[src/hdl/svpg_pkg.sv]
// ----------------------------------------------------------------------------
// svpg_pkg
// Shared codes and types of the multichannel servo pulse generator.
// ----------------------------------------------------------------------------
package svpg_pkg;

  localparam int FUNC_W   = 3;
  localparam int STATUS_W = 2;
  localparam int TICK_W   = 16;
  localparam int SAMPLE_W = 10;
  localparam int PINS_W   = 8;

  localparam logic [FUNC_W-1:0] FUNC_TICK   = 3'd0;
  localparam logic [FUNC_W-1:0] FUNC_ATTACH = 3'd1;
  localparam logic [FUNC_W-1:0] FUNC_ADC    = 3'd2;
  localparam logic [FUNC_W-1:0] FUNC_ANGLE  = 3'd3;
  localparam logic [FUNC_W-1:0] FUNC_TICKS  = 3'd4;

  localparam logic [STATUS_W-1:0] STAT_DONE     = 2'd0;
  localparam logic [STATUS_W-1:0] STAT_IGNORED  = 2'd1;
  localparam logic [STATUS_W-1:0] STAT_REJECTED = 2'd2;
  localparam logic [STATUS_W-1:0] STAT_UNUSED   = 2'd3;

  localparam logic CFG_PERIOD  = 1'b0;
  localparam logic CFG_DEFAULT = 1'b1;

  localparam logic [TICK_W-1:0] PERIOD_RESET  = 16'd1000;
  localparam logic [TICK_W-1:0] DEFAULT_RESET = 16'd75;
  localparam logic [TICK_W-1:0] ANGLE_SPAN    = 16'd180;

  // 180 = 4 * 45: x / 180 = ((x >> 2) * ANGLE_RECIP) >> ANGLE_RECIP_SH,
  // exact for any 32-bit x
  localparam logic [30:0] ANGLE_RECIP    = 31'd1527099484;
  localparam int          ANGLE_RECIP_SH = 36;

  // calibration limits of one channel, one word of the limits memory
  typedef struct packed {
    logic [TICK_W-1:0]   tick_floor;
    logic [TICK_W-1:0]   tick_ceiling;
    logic [SAMPLE_W-1:0] sample_floor;
    logic [SAMPLE_W-1:0] sample_ceiling;
  } svpg_limits_t;

endpackage

[src/hdl/svpg_ram.sv]
// ----------------------------------------------------------------------------
// svpg_ram
// Generic single-write, single-read RAM with registered read data.
// ----------------------------------------------------------------------------
module svpg_ram #(
  parameter int WIDTH = 16,
  parameter int DEPTH = 8
) (
  input  logic                                   clk,
  input  logic                                   we,
  input  logic [(DEPTH > 1 ? $clog2(DEPTH) : 1)-1:0] waddr,
  input  logic [WIDTH-1:0]                       wdata,
  input  logic [(DEPTH > 1 ? $clog2(DEPTH) : 1)-1:0] raddr,
  output logic [WIDTH-1:0]                       rdata
);

  logic [WIDTH-1:0] mem [DEPTH];

  always_ff @(posedge clk) begin
    if (we) begin
      mem[waddr] <= wdata;
    end
    rdata <= mem[raddr];
  end

endmodule

[src/hdl/multichannel_servo_pulse_generator.sv]
// ----------------------------------------------------------------------------
// multichannel_servo_pulse_generator
// Servo pulse generator: shared frame counter, per-channel pulse widths and
// calibration limits kept in two small RAMs.
// ----------------------------------------------------------------------------
// To the strobe: attach, ignored, rejected direct; set ticks, zero-span ADC RD,
// CALC; angle also MUL, RECIP (reciprocal multiply), WB; from ADC also MUL, DIV
// (32-step divider), WB; tick TK_RD (pulse RAM read), TK_UP per channel. One
// request at a time: busy stays high through the strobe, next accept after it.
// Synchronous active-low reset: all channels detached, pins low, counter 0,
// pulse widths read as the default through per-channel valid bits.
module multichannel_servo_pulse_generator
  import svpg_pkg::*;
#(
  parameter int CHANNELS = 8
) (
  input  logic                clk,
  input  logic                rst_n,
  input  logic                start,
  output logic                busy,
  input  logic [FUNC_W-1:0]   in_func,
  input  logic [7:0]          in_channel,
  input  logic [TICK_W-1:0]   in_setting_value,
  input  logic [TICK_W-1:0]   in_low_tick,
  input  logic [TICK_W-1:0]   in_high_tick,
  input  logic [SAMPLE_W-1:0] in_low_sample,
  input  logic [SAMPLE_W-1:0] in_high_sample,
  output logic                out_valid,
  output logic [PINS_W-1:0]   out_pin_levels,
  output logic [STATUS_W-1:0] out_status,
  input  logic                cfg_we,
  input  logic                cfg_index,
  input  logic [TICK_W-1:0]   cfg_data
);

  localparam int CH_W = (CHANNELS > 1) ? $clog2(CHANNELS) : 1;
  localparam logic [CH_W-1:0] LAST_CH = CH_W'(CHANNELS - 1);

  localparam logic [3:0] ST_IDLE  = 4'd0;
  localparam logic [3:0] ST_TK_RD = 4'd1;
  localparam logic [3:0] ST_TK_UP = 4'd2;
  localparam logic [3:0] ST_RD    = 4'd3;
  localparam logic [3:0] ST_CALC  = 4'd4;
  localparam logic [3:0] ST_MUL   = 4'd5;
  localparam logic [3:0] ST_DIV   = 4'd6;
  localparam logic [3:0] ST_WB    = 4'd7;
  localparam logic [3:0] ST_RESP  = 4'd8;
  localparam logic [3:0] ST_RECIP = 4'd9;

  logic [3:0]          state_r, state_nxt;
  logic [FUNC_W-1:0]   func_r, func_nxt;
  logic [CH_W-1:0]     chan_r, chan_nxt;
  logic [TICK_W-1:0]   val_r, val_nxt;
  logic [STATUS_W-1:0] status_r, status_nxt;
  logic [CH_W-1:0]     idx_r, idx_nxt;
  logic [TICK_W-1:0]   frame_r, frame_nxt;
  logic [TICK_W-1:0]   period_r, period_nxt;
  logic [TICK_W-1:0]   dflt_r, dflt_nxt;
  logic [CHANNELS-1:0] en_r, en_nxt;
  logic [CHANNELS-1:0] pvld_r, pvld_nxt;
  logic [CHANNELS-1:0] level_r, level_nxt;
  logic [TICK_W-1:0]   a_r, a_nxt;
  logic [TICK_W-1:0]   b_r, b_nxt;
  logic [TICK_W-1:0]   den_r, den_nxt;
  logic [TICK_W-1:0]   tf_r, tf_nxt;
  logic [31:0]         num_r, num_nxt;
  logic [TICK_W-1:0]   rem_r, rem_nxt;
  logic [4:0]          cnt_r, cnt_nxt;

  logic                lim_we;
  svpg_limits_t        lim_wdata, lim_rdata;
  logic                pul_we;
  logic [TICK_W-1:0]   pul_wdata, pul_rdata;

  logic                accept;
  logic                ch_ok;
  logic [CH_W-1:0]     ch_idx;
  logic [TICK_W-1:0]   pulse_cur;
  logic [TICK_W-1:0]   clamp_t;
  logic [TICK_W-1:0]   clamp_s;
  logic [SAMPLE_W-1:0] span;
  logic [TICK_W:0]     rem_sh;
  logic [TICK_W:0]     frame_inc;
  logic [60:0]         recip_prod;

  assign accept    = start && !busy;
  assign ch_ok     = {1'b0, in_channel} < 9'(CHANNELS);
  assign ch_idx    = in_channel[CH_W-1:0];
  assign busy      = state_r != ST_IDLE;
  assign out_valid = state_r == ST_RESP;
  assign out_status = status_r;

  for (genvar i = 0; i < PINS_W; i++) begin : g_pins
    if (i < CHANNELS) begin : g_on
      assign out_pin_levels[i] = level_r[i];
    end else begin : g_off
      assign out_pin_levels[i] = 1'b0;
    end
  end

  assign lim_wdata = '{tick_floor: in_low_tick, tick_ceiling: in_high_tick,
                       sample_floor: in_low_sample, sample_ceiling: in_high_sample};

  svpg_ram #(.WIDTH($bits(svpg_limits_t)), .DEPTH(CHANNELS)) u_lim_ram (
    .clk   (clk),
    .we    (lim_we),
    .waddr (ch_idx),
    .wdata (lim_wdata),
    .raddr (chan_r),
    .rdata (lim_rdata)
  );

  svpg_ram #(.WIDTH(TICK_W), .DEPTH(CHANNELS)) u_pulse_ram (
    .clk   (clk),
    .we    (pul_we),
    .waddr (chan_r),
    .wdata (pul_wdata),
    .raddr (idx_r),
    .rdata (pul_rdata)
  );

  // unwritten pulse entries read as the default width
  assign pulse_cur  = pvld_r[idx_r] ? pul_rdata : dflt_r;
  assign frame_inc  = {1'b0, frame_r} + 17'd1;
  assign rem_sh     = {rem_r, num_r[31]};
  assign span       = lim_rdata.sample_ceiling - lim_rdata.sample_floor;
  assign recip_prod = {31'd0, num_r[31:2]} * {30'd0, ANGLE_RECIP};

  always_comb begin
    clamp_t = val_r;
    if (clamp_t < lim_rdata.tick_floor) clamp_t = lim_rdata.tick_floor;
    if (clamp_t > lim_rdata.tick_ceiling) clamp_t = lim_rdata.tick_ceiling;
    clamp_s = val_r;
    if (clamp_s < {6'd0, lim_rdata.sample_floor}) clamp_s = {6'd0, lim_rdata.sample_floor};
    if (clamp_s > {6'd0, lim_rdata.sample_ceiling}) clamp_s = {6'd0, lim_rdata.sample_ceiling};
  end

  always_comb begin
    state_nxt  = state_r;
    func_nxt   = func_r;
    chan_nxt   = chan_r;
    val_nxt    = val_r;
    status_nxt = status_r;
    idx_nxt    = idx_r;
    frame_nxt  = frame_r;
    period_nxt = period_r;
    dflt_nxt   = dflt_r;
    en_nxt     = en_r;
    pvld_nxt   = pvld_r;
    level_nxt  = level_r;
    a_nxt      = a_r;
    b_nxt      = b_r;
    den_nxt    = den_r;
    tf_nxt     = tf_r;
    num_nxt    = num_r;
    rem_nxt    = rem_r;
    cnt_nxt    = cnt_r;
    lim_we     = 1'b0;
    pul_we     = 1'b0;
    pul_wdata  = clamp_t;

    if (cfg_we) begin
      unique case (cfg_index)
        CFG_PERIOD:  period_nxt = cfg_data;
        CFG_DEFAULT: begin
          dflt_nxt = cfg_data;
          pvld_nxt = '0;
        end
        default: ;
      endcase
    end

    unique case (state_r)
      ST_IDLE: begin
        if (accept) begin
          func_nxt   = in_func;
          chan_nxt   = ch_idx;
          val_nxt    = in_setting_value;
          status_nxt = STAT_DONE;
          idx_nxt    = '0;
          state_nxt  = ST_RESP;
          if (in_func == FUNC_TICK) begin
            state_nxt = ST_TK_RD;
          end else if (in_func > FUNC_TICKS || !ch_ok) begin
            status_nxt = STAT_IGNORED;
          end else if (in_func == FUNC_ATTACH) begin
            if (in_low_tick > in_high_tick || in_low_sample > in_high_sample) begin
              status_nxt = STAT_REJECTED;
            end else begin
              lim_we         = 1'b1;
              en_nxt[ch_idx] = 1'b1;
            end
          end else if (!en_r[ch_idx]) begin
            status_nxt = STAT_IGNORED;
          end else begin
            state_nxt = ST_RD;
          end
        end
      end
      ST_TK_RD: state_nxt = ST_TK_UP;
      ST_TK_UP: begin
        if (en_r[idx_r]) begin
          if (frame_r == '0) begin
            level_nxt[idx_r] = 1'b1;
          end else if (frame_r == pulse_cur) begin
            level_nxt[idx_r] = 1'b0;
          end
        end
        if (idx_r == LAST_CH) begin
          frame_nxt = (frame_inc >= {1'b0, period_r}) ? '0 : frame_inc[TICK_W-1:0];
          state_nxt = ST_RESP;
        end else begin
          idx_nxt   = idx_r + 1'b1;
          state_nxt = ST_TK_RD;
        end
      end
      ST_RD: state_nxt = ST_CALC;
      ST_CALC: begin
        tf_nxt = lim_rdata.tick_floor;
        b_nxt  = lim_rdata.tick_ceiling - lim_rdata.tick_floor;
        priority case (func_r)
          FUNC_TICKS: begin
            pul_we             = 1'b1;
            pvld_nxt[chan_r]   = 1'b1;
            state_nxt          = ST_RESP;
          end
          FUNC_ANGLE: begin
            a_nxt     = val_r;
            state_nxt = ST_MUL;
          end
          default: begin
            if (span == '0) begin
              // zero ADC span: take the tick floor
              pul_wdata        = lim_rdata.tick_floor;
              pul_we           = 1'b1;
              pvld_nxt[chan_r] = 1'b1;
              state_nxt        = ST_RESP;
            end else begin
              a_nxt     = clamp_s - {6'd0, lim_rdata.sample_floor};
              den_nxt   = {6'd0, span};
              state_nxt = ST_MUL;
            end
          end
        endcase
      end
      ST_MUL: begin
        num_nxt   = a_r * b_r;
        rem_nxt   = '0;
        cnt_nxt   = '0;
        state_nxt = (func_r == FUNC_ANGLE) ? ST_RECIP : ST_DIV;
      end
      ST_RECIP: begin
        // divide by the angle span through its reciprocal
        num_nxt   = {16'd0, recip_prod[ANGLE_RECIP_SH +: TICK_W]};
        state_nxt = ST_WB;
      end
      ST_DIV: begin
        // one restoring step per cycle, quotient shifts into num_r
        if (rem_sh >= {1'b0, den_r}) begin
          rem_nxt = TICK_W'(rem_sh - {1'b0, den_r});
          num_nxt = {num_r[30:0], 1'b1};
        end else begin
          rem_nxt = rem_sh[TICK_W-1:0];
          num_nxt = {num_r[30:0], 1'b0};
        end
        cnt_nxt = cnt_r + 5'd1;
        if (cnt_r == 5'd31) state_nxt = ST_WB;
      end
      ST_WB: begin
        pul_wdata        = tf_r + num_r[TICK_W-1:0];
        pul_we           = 1'b1;
        pvld_nxt[chan_r] = 1'b1;
        state_nxt        = ST_RESP;
      end
      ST_RESP: state_nxt = ST_IDLE;
      default: state_nxt = ST_IDLE;
    endcase
  end

  always_ff @(posedge clk) begin
    if (!rst_n) begin
      state_r  <= ST_IDLE;
      status_r <= STAT_DONE;
      idx_r    <= '0;
      frame_r  <= '0;
      period_r <= PERIOD_RESET;
      dflt_r   <= DEFAULT_RESET;
      en_r     <= '0;
      pvld_r   <= '0;
      level_r  <= '0;
      cnt_r    <= '0;
    end else begin
      state_r  <= state_nxt;
      status_r <= status_nxt;
      idx_r    <= idx_nxt;
      frame_r  <= frame_nxt;
      period_r <= period_nxt;
      dflt_r   <= dflt_nxt;
      en_r     <= en_nxt;
      pvld_r   <= pvld_nxt;
      level_r  <= level_nxt;
      cnt_r    <= cnt_nxt;
    end
  end

  always_ff @(posedge clk) begin
    func_r <= func_nxt;
    chan_r <= chan_nxt;
    val_r  <= val_nxt;
    a_r    <= a_nxt;
    b_r    <= b_nxt;
    den_r  <= den_nxt;
    tf_r   <= tf_nxt;
    num_r  <= num_nxt;
    rem_r  <= rem_nxt;
  end

endmodule

[config.mk]
export PLATFORM = sky130hd
export DESIGN_NAME = multichannel_servo_pulse_generator
export DESIGN_NICKNAME = d
export VERILOG_FILES = /design/src/hdl/svpg_pkg.sv /design/src/hdl/svpg_ram.sv /design/src/hdl/multichannel_servo_pulse_generator.sv
export SDC_FILE = /design/constraint.sdc
export NUM_CORES = 2
export LEC_CHECK = 0
export ABC_AREA = 0
export ABC_CLOCK_PERIOD_IN_PS = 8590
export BUFFER_PORTS_ARGS = -buffer_cell sky130_fd_sc_hd__buf_2
export CAP_MARGIN = 20
export CORE_MARGIN = 4
export CORE_UTILIZATION = 25
export DETAILED_ROUTE_END_ITERATION = 10
export GPL_TIMING_DRIVEN = 1
export HOLD_SLACK_MARGIN = 0.15
export PLACE_DENSITY = 0.47
export SETUP_SLACK_MARGIN = 0.2
export SYNTH_ARGS = -nofsm -noshare
export SYNTH_HDL_FRONTEND = slang
export SYNTH_SLANG_ARGS = --single-unit
[constraint.sdc]
create_clock -name clk -period 8.59 [get_ports clk]
set_input_delay 0.4295 -clock clk [delete_from_list [all_inputs] [get_ports clk]]
set_output_delay 0.4295 -clock clk [all_outputs]
set_load 0.02 [all_outputs]
After elaboration in Yosys (flattened, before gate mapping)
Memories as Yosys holds them, arrays and structs flattened. A register that Yosys moved wholly into a read port is not among the register bits.
Cells that the tools add are included.
{ "word_totals": {"ff_bits": 214, "mem_bits_rw": 544, "input_bits": 100, "output_inout_bits": 12, "word_cells": 173, "memories": 2} }
{ "op_classes": {"add_sub_neg": 8, "multipliers": 2, "n_lt_le_gt_ge": 16, "eq_ne": 19, "muxes": 67, "bitwise": 12, "n_reduce_logical": 28} }
{ "mem_list": {"columns": ["name", "words", "word_bits", "rd", "rd_ports_with_merged_regs", "wr", "line_no", "rtl"], "rows": [
  ["u_lim_ram.mem", 8, 52, 1, 1, 1, "svpg_ram.sv:17", "logic [WIDTH-1:0] mem [DEPTH];"],
  ["u_pulse_ram.mem", 8, 16, 1, 1, 1, "svpg_ram.sv:17", null]
]} }
{ "op_table": {"columns": ["op", "count"], "rows": [
  ["16-bit two-way mux", 10],
  ["16-bit one-hot mux with 2 select lines", 3],
  ["32-bit one-hot mux with 3 select lines", 1],
  ["30-bit by 29-bit multiplier with 50-bit output, second input constant", 1],
  ["8-bit two-way mux", 5],
  ["4-bit two-way mux", 9],
  ["4-bit one-hot mux with 9 select lines", 1],
  ["16-bit > comparator", 2],
  ["16-bit by 16-bit multiplier with 32-bit output", 1],
  ["8-bit one-hot mux with 2 select lines", 2],
  ["16-bit by 10-bit subtractor with 16-bit output", 2],
  ["8-bit bitwise OR", 3],
  ["1-bit two-way mux", 19],
  ["16-bit by 1-bit adder with 17-bit output, second input constant", 1],
  ["17-bit by 10-bit >= comparator with 1-bit output", 1],
  ["17-bit by 16-bit >= comparator with 1-bit output", 1],
  ["16-bit adder", 1],
  ["16-bit equality test", 1],
  ["4-bit by 3-bit equality test with 1-bit output, second input constant", 4],
  ["16-bit by 10-bit > comparator with 1-bit output", 1],
  ["16-bit zero test", 1],
  ["16-bit by 10-bit less-than comparator with 1-bit output", 1],
  ["16-bit less-than comparator", 1],
  ["16-bit subtractor", 1],
  ["41 further kinds", 79]
]} }

Logic depth before layout (Yosys ltp)
{ "logic_depth": {"word_depth": 10, "ltp_mapped": 31} }

By module
Synthesis repeated with hierarchy kept, for this count alone.
{ "unflattened": {"cells_unflattened": 4691, "area_unflattened_um2": 57487.6} }
{ "modules_own_cells": {"columns": ["module", "n_inst", "cells_each", "area_each_um2"], "rows": [
  ["multichannel_servo_pulse_generator", 1, 3810, 35452.8],
  ["svpg_ram (u_lim_ram)", 1, 667, 16741.1],
  ["svpg_ram (u_pulse_ram)", 1, 214, 5293.8]
]} }

Worst setup path before layout
No wires, ideal clock.
{ "synth_timing": {"path_type": "in2reg", "startpoint": "input in_high_sample[3]", "endpoint": "memory u_lim_ram.mem[7][0] (netlist bit), enable pin", "arrival_time_ns": 7.199, "slack_ns": 0.800, "cell_stages": 11, "path_buffers": 1, "path_cell_list": "inv_1 > ha_1 > a21o_1 > a21o_1 > a21oi_1 > nor2_1 > a2111oi_0 > a31oi_1 > a221o_1 > clkbuf_1 > nor4_1"} }
{ "synth_between": {"elab_chain_len": 10} }
{ "synth_lines": {"columns": ["element", "line_no", "rtl"], "rows": [
  ["from (decl)", "multichannel_servo_pulse_generator.sv:27", "input logic [SAMPLE_W-1:0] in_high_sample,"],
  ["10-bit > comparator", "multichannel_servo_pulse_generator.sv:187", "if (in_low_tick > in_high_tick || in_low_sample > in_high_sample) begin"],
  ["1-bit logical OR", "multichannel_servo_pulse_generator.sv:187", null],
  ["1-bit two-way mux", "multichannel_servo_pulse_generator.sv:187", null],
  ["1-bit two-way mux", "multichannel_servo_pulse_generator.sv:186", "end else if (in_func == FUNC_ATTACH) begin"],
  ["1-bit two-way mux", "multichannel_servo_pulse_generator.sv:184", "end else if (in_func > FUNC_TICKS || !ch_ok) begin"],
  ["1-bit two-way mux", "multichannel_servo_pulse_generator.sv:182", "if (in_func == FUNC_TICK) begin"],
  ["1-bit two-way mux", "multichannel_servo_pulse_generator.sv:175", "if (accept) begin"],
  ["1-bit two-way mux", "multichannel_servo_pulse_generator.sv:173", "unique case (state_r)"],
  ["1-bit two-way mux", "svpg_ram.sv:20", "if (we) begin"],
  ["1-bit two-way mux (not written as such)", "svpg_ram.sv:21", "mem[waddr] <= wdata;"],
  ["to (decl)", "svpg_ram.sv:17", null]
]} }
No other way between the ends.

Worst setup path in the final report
{ "layout_timing": {"startpoint": "register num_r[9]", "endpoint": "register num_r[14], data pin"} }
{ "layout_between": {"elab_chain_len": 2} }
{ "layout_lines": {"columns": ["element", "line_no", "rtl"], "rows": [
  ["from (decl)", "multichannel_servo_pulse_generator.sv:66", "logic [31:0] num_r, num_nxt;"],
  ["from (signal assigned)", "multichannel_servo_pulse_generator.sv:314", "num_r <= num_nxt;"],
  ["30-bit by 29-bit multiplier with 50-bit output", "multichannel_servo_pulse_generator.sv:127", "assign recip_prod = {31'd0, num_r[31:2]} * {30'd0, ANGLE_RECIP};"],
  ["32-bit one-hot mux with 3 select lines", "multichannel_servo_pulse_generator.sv:173", null],
  ["via num_nxt[14]", "multichannel_servo_pulse_generator.sv:66", null]
]} }
The timed path passes the listed nets, and every way through them passes these cells.
A chain may end at the register's enable or synchronous reset.

==> run metrics <==
GRT Max-Usage Layer=met2; wire per inst=20.58 um; fin crit period=7.665 ns; GRT Util Overall=14.25%; io pins=112; max cap viols=0; top-count cell post-synth=inv_1; grt met2 use=24.13%; P_sw=3427 uW; initial antenna violation count=10; Slew @ Worst Pin=1.100 ns; 1st-iter DRT viols=2452; Syn Inst Count=4940; Hold Path Class=in2reg; ranking of synthesized cells by area=edfxtp_1, fa_1, ha_1; clock latency on the worst-skew pair=0.71 ns; TritonRoute pass-1 iters=6; Post-Syn Area per Cell=11.43 um^2; Layout Cells excl Fill=8212; cell chain of the critical path=ha_1 -> xor2_1 -> ha_1 -> inv_1 -> fa_1 -> fa_1 -> inv_1 -> fa_1 -> fa_1 -> fa_1 -> ha_1 -> ha_1 -> and3_1 -> o211ai_1 -> a31oi_1 -> o311ai_1 -> nand2_2 -> a21oi_2 -> or4b_1 -> nand3_1; Post-CTS Setup Inserts=0; Worst Setup Start Kind=register; Sw Share=30.66%; CTS sink count=826; CP Capture Type=register; hpwl dp=124400 um; outcome=finished, final reports clean; Reg-to-Reg Start=num_r[9]$_DFFE_PP_; site row count=174; Area Overhead vs Synth=14.49%; combinational share of power=23.5%; GR Util met1=19.57%; footprint of the multi-input gates=29480 um^2; Synth Register Bits=826; Fin. Hold Viols=0; Starting Density=25.12%; Synth cell types=93; CP arrival=8.22 ns; delay of the slowest cell on the worst path=0.70 ns; vias per cell=4.598; CTS tree=built; Max clock buf depth=3; CTS buffer count=93; Setup Viol. Count Final=0; maximum vdd drop=200.1 uV; Setup TNS=0 ns; top_reg_cell synth=edfxtp_1; family with the most delay on the worst path=adder cells; YS warnings=0; Buf/Inv on CP=2; Hold Crit Start=cfg_index; crit-path most repeated cell=fa_1; fin. max-slew vios=0; Synth Cell Area=56440 um^2; vias in the first global route=39320; sequential share of power=41.3%; most common library cells after synthesis=inv_1, edfxtp_1, ha_1; post-synthesis sequential area ratio=41.21%; Core Region=224700 um^2; Die W=483.2 um; grt total ovfl=0; DRT antenna net count=0; Die ar.=233400 um^2; clk root buf=clkbuf_16; Worst-path clk slew=0.06 ns; Max Clock Freq=130.5 MHz; share of the synthesized area in the top cell type=35.75%; dpl cells=7941; Slew headroom=26.03%; H-tree depth=3; WL final=169000 um; Post-synth ARST share=0%; RSZ-0062 raised after global routing=no; kind of critical path=reg2reg; Crit. Startpoint=num_r[9]$_DFFE_PP_; leakage power=0.02671 uW; Slowest cell on crit path=edfxtp_1; Tcrit/Tclk final=89.23%; Req. time, crit path=9.15 ns; FILL cells=23340; Synthesized Nets=6054; met3 usage=1.715%; CTS Hold Bufs=91; pwr/cell area=172.9 nW/um^2; Post-synth EDFFs=672; post-route cell area=64620 um^2; area occupied by registers=23260 um^2; nets=6249; placement-stage cell area=60680 um^2; fraction of layout cells with a size suffix above 1=8.129%; crit-path max FO=10; Pint=7749 uW; utilization after layout=28.76%; clk_skew=0.04564 ns; pin count of the biggest net entering global routing=53; first-pass GRT wire length=255500 um; Chip Height=483.2 um; RD Place Congestion=0.9008; Vias=37760; Port Buffer Count=111; post-CTS sizing=0; # DRC=0; clock share of power=35.2%; largest area contributor in the netlist=edfxtp_1
[per-stage QoR]
stage / hold slack, ns / worst slack, ns / total power, uW
finish: 0.2689 / 0.9250 / 11180
global route: 0.2697 / 0.7810 / 11740
CTS: 0.1866 / 1.030 / 11290
detailed placement: 0.4364 / 1.048 / 7289
global placement: 0.4275 / 1.050 / 7263
floorplan: 0.4151 / 0.8002 / 6385
[path summary, 6_finish.rpt]
| check | slack (ns) | endpoint | cells past startpoint |
|---|---|---|---|
| min | 0.27 | period_r[12]$_SDFFE_PN0P_ | 5 |
| max reg2reg | 0.93 | num_r[14]$_DFFE_PP_ | 20 |
| min reg2reg | 0.44 | pvld_r[6]$_SDFF_PN0_ | 2 |
| max | 0.93 | num_r[14]$_DFFE_PP_ | 20 |
[sequential cells by signal, summed over array words and instances (netlist names), named ones only]
register           flops
pvld_r                 8
func_r                 3
tf_r                  16
u_lim_ram.mem        416
val_r                 16
state_r                4
dflt_r                16
cnt_r                  5
en_r                   8
u_pulse_ram.rdata     16
period_r              16
u_lim_ram.rdata       52
b_r                   16
rem_r                 16
num_r                 32
a_r                   16
idx_r                  3
chan_r                 3
frame_r               16
out_status             2
den_r                 10
u_pulse_ram.mem      128
[metal layers]
metal  part of all wire [%]  vias up
li1                       -    17530
met1                     46    19210
met2                     48      860
met3                    4.2      157
met4                    1.8        2
met5                 0.0041        -
[cell usage in the layout (no fill, tap or decap), types with 99 or more instances in the layout]
cell and n:
o21ai_0 99, and2_1 101, edfxtp_1 672, nor2_1 156
nand4_1 102, a22oi_1 310, fa_1 474, inv_1 841
a21oi_1 163, ha_1 540, buf_2 111, nand2_1 369
dfxtp_1 154
[cell type report]
type                            count  share of cell area [%]
Timing Repair Buffer              266                   3.024
Sequential cell                   826                   36.00
Clock inverter                     46                  0.6777
Multi-Input combinational cell   3107                   45.62
Inverter                          841                   4.885
Antenna cell                        4                 0.01549
Tap cell                         2992                   5.793
Clock buffer                      130                   3.990
[worst register-to-register path, stage by stage, from the launching register on]
cell and delay (ns):
edfxtp_1 0.70, ha_1 0.64, xor2_1 0.36, ha_1 0.29, inv_1 0.07, fa_1 0.44
fa_1 0.50, inv_1 0.06, fa_1 0.38, fa_1 0.54, fa_1 0.43, ha_1 0.30
ha_1 0.59, and3_1 0.46, o211ai_1 0.15, a31oi_1 0.54, o311ai_1 0.24, nand2_2 0.14
a21oi_2 0.08, or4b_1 0.52, nand3_1 0.10
[power groups by stage]
stage	Sequential, uW	Clock (uW)	Combinational (uW)
floorplan	4640	0	1750
global placement	4700	0	2560
detailed placement	4700	0	2590
CTS	4610	4040	2640
global route	4620	4200	2930
finish	4610	3930	2630
[logic make-up (layout without fill, tap and decap cells)]
| group | after synthesis | count (layout) | synth area share (%) |
|---|---|---|---|
| adders and majority gates | 1014 | 1014 | 28.78 |
| xor gates and xnor gates | 139 | 139 | 2.157 |
| DFF | 826 | 826 | 41.21 |
| and+or+nand+nor | 999 | 999 | 8.798 |
| other | 0 | 4 | 0 |
| AOI/OAI and AO/OA | 868 | 868 | 10.58 |
| muxes | 87 | 87 | 1.709 |
| buffers and inverters | 1007 | 1283 | 6.763 |
(Power assumes the default switching activity.)
